===== src/design/snhm_pkg.sv =====
// ----------------------------------------------------------------------------
// snhm_pkg
// Shared types, constants and Q16.16 helpers for the spring network
// Hessian product unit.
// ----------------------------------------------------------------------------
package snhm_pkg;

    localparam int MAX_NODES   = 256;
    localparam int MAX_SPRINGS = 1024;
    localparam int AXES        = 3;
    localparam int VEC_LEN     = AXES * MAX_NODES;
    localparam int VEC_AW      = $clog2(VEC_LEN);
    localparam int SPR_AW      = $clog2(MAX_SPRINGS);
    localparam int CNT_W       = SPR_AW + 1;
    localparam int NODE_W      = 8;
    localparam int NC_W        = 9;
    localparam int SPR_W       = 2 * NODE_W + 4 * 32;

    localparam logic [1:0] CMD_ADD   = 2'd0;
    localparam logic [1:0] CMD_WRITE = 2'd1;
    localparam logic [1:0] CMD_MULT  = 2'd2;
    localparam logic [1:0] CMD_READ  = 2'd3;

    localparam logic [1:0] ST_OK    = 2'd0;
    localparam logic [1:0] ST_FULL  = 2'd1;
    localparam logic [1:0] ST_RANGE = 2'd2;

    typedef enum logic [4:0] {
        OP_NONE,
        OP_LATCH,
        OP_CLEAR,
        OP_ADD,
        OP_WRX,
        OP_RDP,
        OP_RDP_DONE,
        OP_SP_RD,
        OP_SP_CHK,
        OP_XA,
        OP_XB,
        OP_DIFF,
        OP_DMUL,
        OP_ACC,
        OP_KMUL,
        OP_VAL,
        OP_TMUL,
        OP_TQ,
        OP_PR1,
        OP_PW1,
        OP_PR2,
        OP_PW2,
        OP_PUBLISH
    } op_t;

    typedef struct packed {
        op_t               op;
        logic [1:0]        axis;
        logic [VEC_AW-1:0] clr_addr;
        logic [SPR_AW-1:0] spr_addr;
        logic              clear_input;
    } dp_cmd_t;

    typedef struct packed {
        logic [CNT_W-1:0] total;
        logic             skip;
    } dp_sts_t;

    function automatic logic signed [31:0] q_add(input logic signed [31:0] a,
                                                 input logic signed [31:0] b);
        logic signed [32:0] s;
        s = {a[31], a} + {b[31], b};
        if (s[32] != s[31])
            return s[32] ? 32'sh8000_0000 : 32'sh7fff_ffff;
        return s[31:0];
    endfunction

    function automatic logic signed [31:0] q_sub(input logic signed [31:0] a,
                                                 input logic signed [31:0] b);
        logic signed [32:0] s;
        s = {a[31], a} - {b[31], b};
        if (s[32] != s[31])
            return s[32] ? 32'sh8000_0000 : 32'sh7fff_ffff;
        return s[31:0];
    endfunction

    function automatic logic signed [31:0] q_fix(input logic signed [63:0] p);
        logic [16:0] top;
        top = p[63:47];
        if ((&top) || !(|top))
            return p[47:16];
        return p[63] ? 32'sh8000_0000 : 32'sh7fff_ffff;
    endfunction

endpackage


===== src/design/snhm_ctrl.sv =====
// ----------------------------------------------------------------------------
// snhm_ctrl
// Controller: item handshake, clearing sweeps and the per-spring sequence.
// ----------------------------------------------------------------------------
module snhm_ctrl (
    input  logic              clk,
    input  logic              rst_n,
    input  logic              in_valid,
    output logic              in_stall,
    input  logic [1:0]        command,
    output logic              out_valid,
    input  logic              out_stall,
    output snhm_pkg::dp_cmd_t cmd,
    input  snhm_pkg::dp_sts_t sts
);
    import snhm_pkg::*;

    typedef enum logic [4:0] {
        S_RST_CLR, S_IDLE, S_ADD, S_WRX, S_RDP, S_RDP_DONE, S_MCLR,
        S_SP_RD, S_SP_CHK, S_XA, S_XB, S_DIFF, S_DMUL, S_ACC, S_KMUL, S_VAL,
        S_TMUL, S_TQ, S_PR1, S_PW1, S_PR2, S_PW2, S_FINISH
    } state_t;

    state_t            state_reg, state_next;
    logic [VEC_AW-1:0] clr_reg, clr_next;
    logic [CNT_W-1:0]  spr_reg, spr_next;
    logic [1:0]        axis_reg, axis_next;
    logic              out_valid_reg, out_valid_next;
    logic              publish, clr_last, spr_done;

    assign clr_last = clr_reg == VEC_AW'(VEC_LEN - 1);
    assign spr_done = spr_reg >= sts.total;
    assign publish  = (state_reg == S_FINISH) && (!out_valid_reg || !out_stall);

    always_comb
    begin
        state_next     = state_reg;
        clr_next       = clr_reg;
        spr_next       = spr_reg;
        axis_next      = axis_reg;
        out_valid_next = publish || (out_valid_reg && out_stall);
        cmd.op          = OP_NONE;
        cmd.axis        = axis_reg;
        cmd.clr_addr    = clr_reg;
        cmd.spr_addr    = spr_reg[SPR_AW-1:0];
        cmd.clear_input = 1'b0;
        unique case (state_reg)
            S_RST_CLR:
            begin
                cmd.op          = OP_CLEAR;
                cmd.clear_input = 1'b1;
                clr_next        = clr_reg + 1'b1;
                if (clr_last)
                begin
                    clr_next   = '0;
                    state_next = S_IDLE;
                end
            end
            S_IDLE:
            begin
                if (in_valid)
                begin
                    cmd.op = OP_LATCH;
                    unique case (command)
                        CMD_ADD:   state_next = S_ADD;
                        CMD_WRITE: state_next = S_WRX;
                        CMD_MULT:  state_next = S_MCLR;
                        default:   state_next = S_RDP;
                    endcase
                end
            end
            S_ADD:
            begin
                cmd.op     = OP_ADD;
                state_next = S_FINISH;
            end
            S_WRX:
            begin
                cmd.op     = OP_WRX;
                state_next = S_FINISH;
            end
            S_RDP:
            begin
                cmd.op     = OP_RDP;
                state_next = S_RDP_DONE;
            end
            S_RDP_DONE:
            begin
                cmd.op     = OP_RDP_DONE;
                state_next = S_FINISH;
            end
            S_MCLR:
            begin
                cmd.op   = OP_CLEAR;
                clr_next = clr_reg + 1'b1;
                if (clr_last)
                begin
                    clr_next   = '0;
                    spr_next   = '0;
                    state_next = S_SP_RD;
                end
            end
            S_SP_RD:
            begin
                if (spr_done)
                begin
                    state_next = S_FINISH;
                end
                else
                begin
                    cmd.op     = OP_SP_RD;
                    state_next = S_SP_CHK;
                end
            end
            S_SP_CHK:
            begin
                cmd.op    = OP_SP_CHK;
                axis_next = '0;
                if (sts.skip)
                begin
                    spr_next   = spr_reg + 1'b1;
                    state_next = S_SP_RD;
                end
                else
                begin
                    state_next = S_XA;
                end
            end
            S_XA:
            begin
                cmd.op     = OP_XA;
                state_next = S_XB;
            end
            S_XB:
            begin
                cmd.op     = OP_XB;
                state_next = S_DIFF;
            end
            S_DIFF:
            begin
                cmd.op     = OP_DIFF;
                state_next = S_DMUL;
            end
            S_DMUL:
            begin
                cmd.op     = OP_DMUL;
                state_next = S_ACC;
            end
            S_ACC:
            begin
                cmd.op = OP_ACC;
                if (axis_reg == 2'(AXES - 1))
                begin
                    axis_next  = '0;
                    state_next = S_KMUL;
                end
                else
                begin
                    axis_next  = axis_reg + 1'b1;
                    state_next = S_XA;
                end
            end
            S_KMUL:
            begin
                cmd.op     = OP_KMUL;
                state_next = S_VAL;
            end
            S_VAL:
            begin
                cmd.op     = OP_VAL;
                state_next = S_TMUL;
            end
            S_TMUL:
            begin
                cmd.op     = OP_TMUL;
                state_next = S_TQ;
            end
            S_TQ:
            begin
                cmd.op     = OP_TQ;
                state_next = S_PR1;
            end
            S_PR1:
            begin
                cmd.op     = OP_PR1;
                state_next = S_PW1;
            end
            S_PW1:
            begin
                cmd.op     = OP_PW1;
                state_next = S_PR2;
            end
            S_PR2:
            begin
                cmd.op     = OP_PR2;
                state_next = S_PW2;
            end
            S_PW2:
            begin
                cmd.op = OP_PW2;
                if (axis_reg == 2'(AXES - 1))
                begin
                    spr_next   = spr_reg + 1'b1;
                    state_next = S_SP_RD;
                end
                else
                begin
                    axis_next  = axis_reg + 1'b1;
                    state_next = S_TMUL;
                end
            end
            S_FINISH:
            begin
                if (publish)
                begin
                    cmd.op     = OP_PUBLISH;
                    state_next = S_IDLE;
                end
            end
            default:
            begin
                state_next = S_IDLE;
            end
        endcase
    end

    always_ff @(posedge clk or negedge rst_n)
    begin
        if (!rst_n)
        begin
            state_reg     <= S_RST_CLR;
            clr_reg       <= '0;
            spr_reg       <= '0;
            axis_reg      <= '0;
            out_valid_reg <= 1'b0;
        end
        else
        begin
            state_reg     <= state_next;
            clr_reg       <= clr_next;
            spr_reg       <= spr_next;
            axis_reg      <= axis_next;
            out_valid_reg <= out_valid_next;
        end
    end

    assign in_stall  = state_reg != S_IDLE;
    assign out_valid = out_valid_reg;

endmodule


===== config.mk =====
export PLATFORM = sky130hd
export DESIGN_NAME = snhm_ctrl
export DESIGN_NICKNAME = d
export VERILOG_FILES = /design/src/design/snhm_pkg.sv /design/src/design/snhm_ctrl.sv
export SDC_FILE = /design/constraint.sdc
export NUM_CORES = 1
export LEC_CHECK = 0
export ABC_AREA = 0
export BUFFER_PORTS_ARGS = -buffer_cell sky130_fd_sc_hd__buf_2
export CORE_UTILIZATION = 45
export DETAILED_ROUTE_END_ITERATION = 10
export HOLD_SLACK_MARGIN = 0.03
export PLACE_DENSITY = 0.67
export SYNTH_ARGS = -nofsm -noshare
export SYNTH_HDL_FRONTEND = slang
export SYNTH_SLANG_ARGS = --single-unit

===== constraint.sdc =====
create_clock -name clk -period 2.9 [get_ports clk]
set_clock_uncertainty 0.2 [all_clocks]
set_input_delay 0.725 -clock clk [delete_from_list [all_inputs] [get_ports clk]]
set_output_delay 0.725 -clock clk [all_outputs]
set_load 0.005 [all_outputs]

==> run metrics <==
critical path fanouts, max=4; RSZ-0062 raised after global routing=true; placed inst area=around 2700 sq um; fraction of registers with async set/reset=100%; IO Port Bufs=between 40 and 50; top cells by area, synth=dfrtp_1, ha_1, a21oi_1, o21ai_0, nand2_1; Worst Hold Class=in -> async; Seq/Total Area, Yosys=between 30% and 40%; met1 usage=32.6%; commonest non-fill, non-tap cell in the layout=buf_2; post-synth net total=about 330; power density over the cells=728 nW/um^2; Synth area leader=dfrtp_1; I/O pin cnt=48; Area Growth Syn to Fin=23.7%; dpl hpwl=4300 microns; post-DR wirelength/cell=around 14 microns; diode count=0; Slew @ Worst Pin=between 0.6 and 0.7 ns; fin crit period=about 2.9 ns; vias in the first global route=approximately 2000; Post-CTS Hold Buffers=0; Final Instance Area=2970 sq um; Initial Utilization=a little under half; grt ovf=0; max-slew violations=0; Critical Path Sink Type=output pin; post-synth cell types=just under 60; number of synthesized flops with an enable pin=0; critical path class=in -> out; Pre-antenna DRT Iters=4; synthesized area=approximately 2400 sq um; Longest Clk Path Bufs=2; Top Usage Layer GRT=met2; nets=~380; Placer Congestion=a little under 0.9; Max IR drop VDD=around 0.46 mV; post-route clock period utilization=99.8%; clk slew on worst S/H paths=roughly 0.070 ns; Placeable Area=roughly 5100 sq um; Critical Path Source Type=input pin; clk sinks=29; H-tree Lvls=2; status=finished clean; FILL cells=~480; Final Worst Setup Slack=0.00455 ns; Clock Latency Late Sink=~0.29 ns; Syn Inst Count=300; Crit path required time=1.98 ns; final hold vios=0; antenna violations before repair=0; dominant synthesized flop cell=dfrtp_1; dpl ws=-0.116 ns; first-pass GRT wire length=9540 microns; Die Span Y=75.0 microns; row count=26; Die X=75.0 microns; Clock Tree Root=clkbuf_8; Syn Area/Cell=8.00 sq um; grt met3 use=4.55%; total routed wirelength=approximately 6000 microns; Arr. time, crit path=approximately 2 ns; largest net degree at the start of global routing=30; Ys Warns=0; Yosys top cell area share=a little under a third; Max Fclk=345 MHz; TritonCTS clock tree=yes; DRT iter0 DRCs=between 150 and 200; Final Setup Violations=0; most frequent cells in the layout=buf_2, nand2_1, dfrtp_1; number of synthesized register bits=29; Detail Route Antenna Nets=0; total CTS buffers=5; DRC viols=0; Leakage=about 1.3 nW; Vias/cell=5.67; layout cells sized above 1=between 20 and 30%; Total Routing Usage GR=22.3%; max FFs per register=11; Die ar.=between 5000 and 6000 sq um; Slew headroom=54.7%; total number of vias=roughly 2400; max cap viols=0; met2 GRT Util=33.8%
## cell type report
cell class	instances	area (sq um)	area share [%]
Clock buffer	7	96.3	3.24
Clock inverter	1	5.00	0.169
Inverter	20	80.1	2.70
Multi-Input combinational cell	228	1580	53.2
Sequential cell	29	727	24.5
Tap cell	70	87.6	2.95
Timing Repair Buffer	65	393	13.2
## cell usage after synthesis (2+ instances only)
cell type,number
a211oi_1,2
and3_1,3
ha_1,16
nor2_1,14
nor2b_1,5
o221ai_1,2
nand3b_1,4
clkbuf_1,6
or3b_1,2
xnor2_1,4
and4_1,2
or4_1,2
nand2_1,29
buf_4,10
or3_1,11
a21oi_1,25
nand4_1,5
or3b_2,2
mux2i_1,3
a31oi_1,7
buf_2,6
nand2b_1,4
o21ai_0,25
inv_1,19
nor4_1,3
and2_1,3
nor3_1,3
o41ai_1,3
nor3b_1,2
o31ai_1,4
a22oi_1,2
nand3_1,18
dfrtp_1,29
## logic make-up after synthesis
logic type               share of synthesized area [%]
AO/OA/AOI/OAI                                     22.5
XOR/XNOR                                          1.82
adder cells (fa/ha/maj)                           8.34
buffers and inverters                             8.60
flip-flops                                        30.2
multiplexers                                      1.25
AND/OR/NAND/NOR                                   27.2
## what timing repair did
action                     in CTS  in global routing
hold endpoints to repair        0                  0
setup endpoints to repair       3                  3
setup buffers                   1                  2
resized for setup              10                 18
pin swaps                       8                 12
## where the power goes
part / total [mW] / internal, mW / leakage [nW] / switching [mW]
clock network: 0.369 / 0.214 / 0.0542 / 0.155
registers: 0.637 / 0.493 / 0.385 / 0.144
logic: 1.15 / 0.505 / 0.906 / 0.649
## layer usage
layer | share of wire [%] | wire [microns]
met3 | 5.8 | 353
met5 | 0 | 0
met1 | 49 | 2940
met2 | 45 | 2700
met4 | 0.91 | 55
## critical path: stages
cell and delay, ns:
buf_2 0.10, ha_1 0.27, nor2b_1 0.12, o21ai_1 0.09, a21oi_2 0.14, nand3b_1 0.21
o211ai_1 0.16, buf_2 0.14
## stage by stage
step / setup TNS (ns) / cells / hold WS (ns) / utilization (%) / total power, mW
after floorplan: 0 / 300 / 0.229 / - / 1.39
after global placement: -0.0959 / 409 / 0.294 / 52.9 / 1.73
after detailed placement: -0.226 / 409 / 0.294 / 52.9 / 1.75
after CTS: 0 / 418 / 0.292 / 56.0 / 2.14
after global routing: -0.158 / 420 / 0.325 / 58.1 / 2.34
final: 0 / 420 / 0.266 / 58.1 / 2.16
## final timing paths
kind	to	depth (start not counted)	start	slack, ns
min	clr_reg[0]	1	rst_n	0.27
max in group asynchronous	state_reg[1]	1	rst_n	1.76
max reg2reg	spr_reg[9]	6	clr_reg[0]	0.44
max	cmd[23]	8	sts[1]	0.005
min in group clk	clr_reg[5]	1	clr_reg[5]	0.31
min reg2reg	clr_reg[5]	1	clr_reg[5]	0.31
No activity file was read; power rests on OpenSTA's default activity.
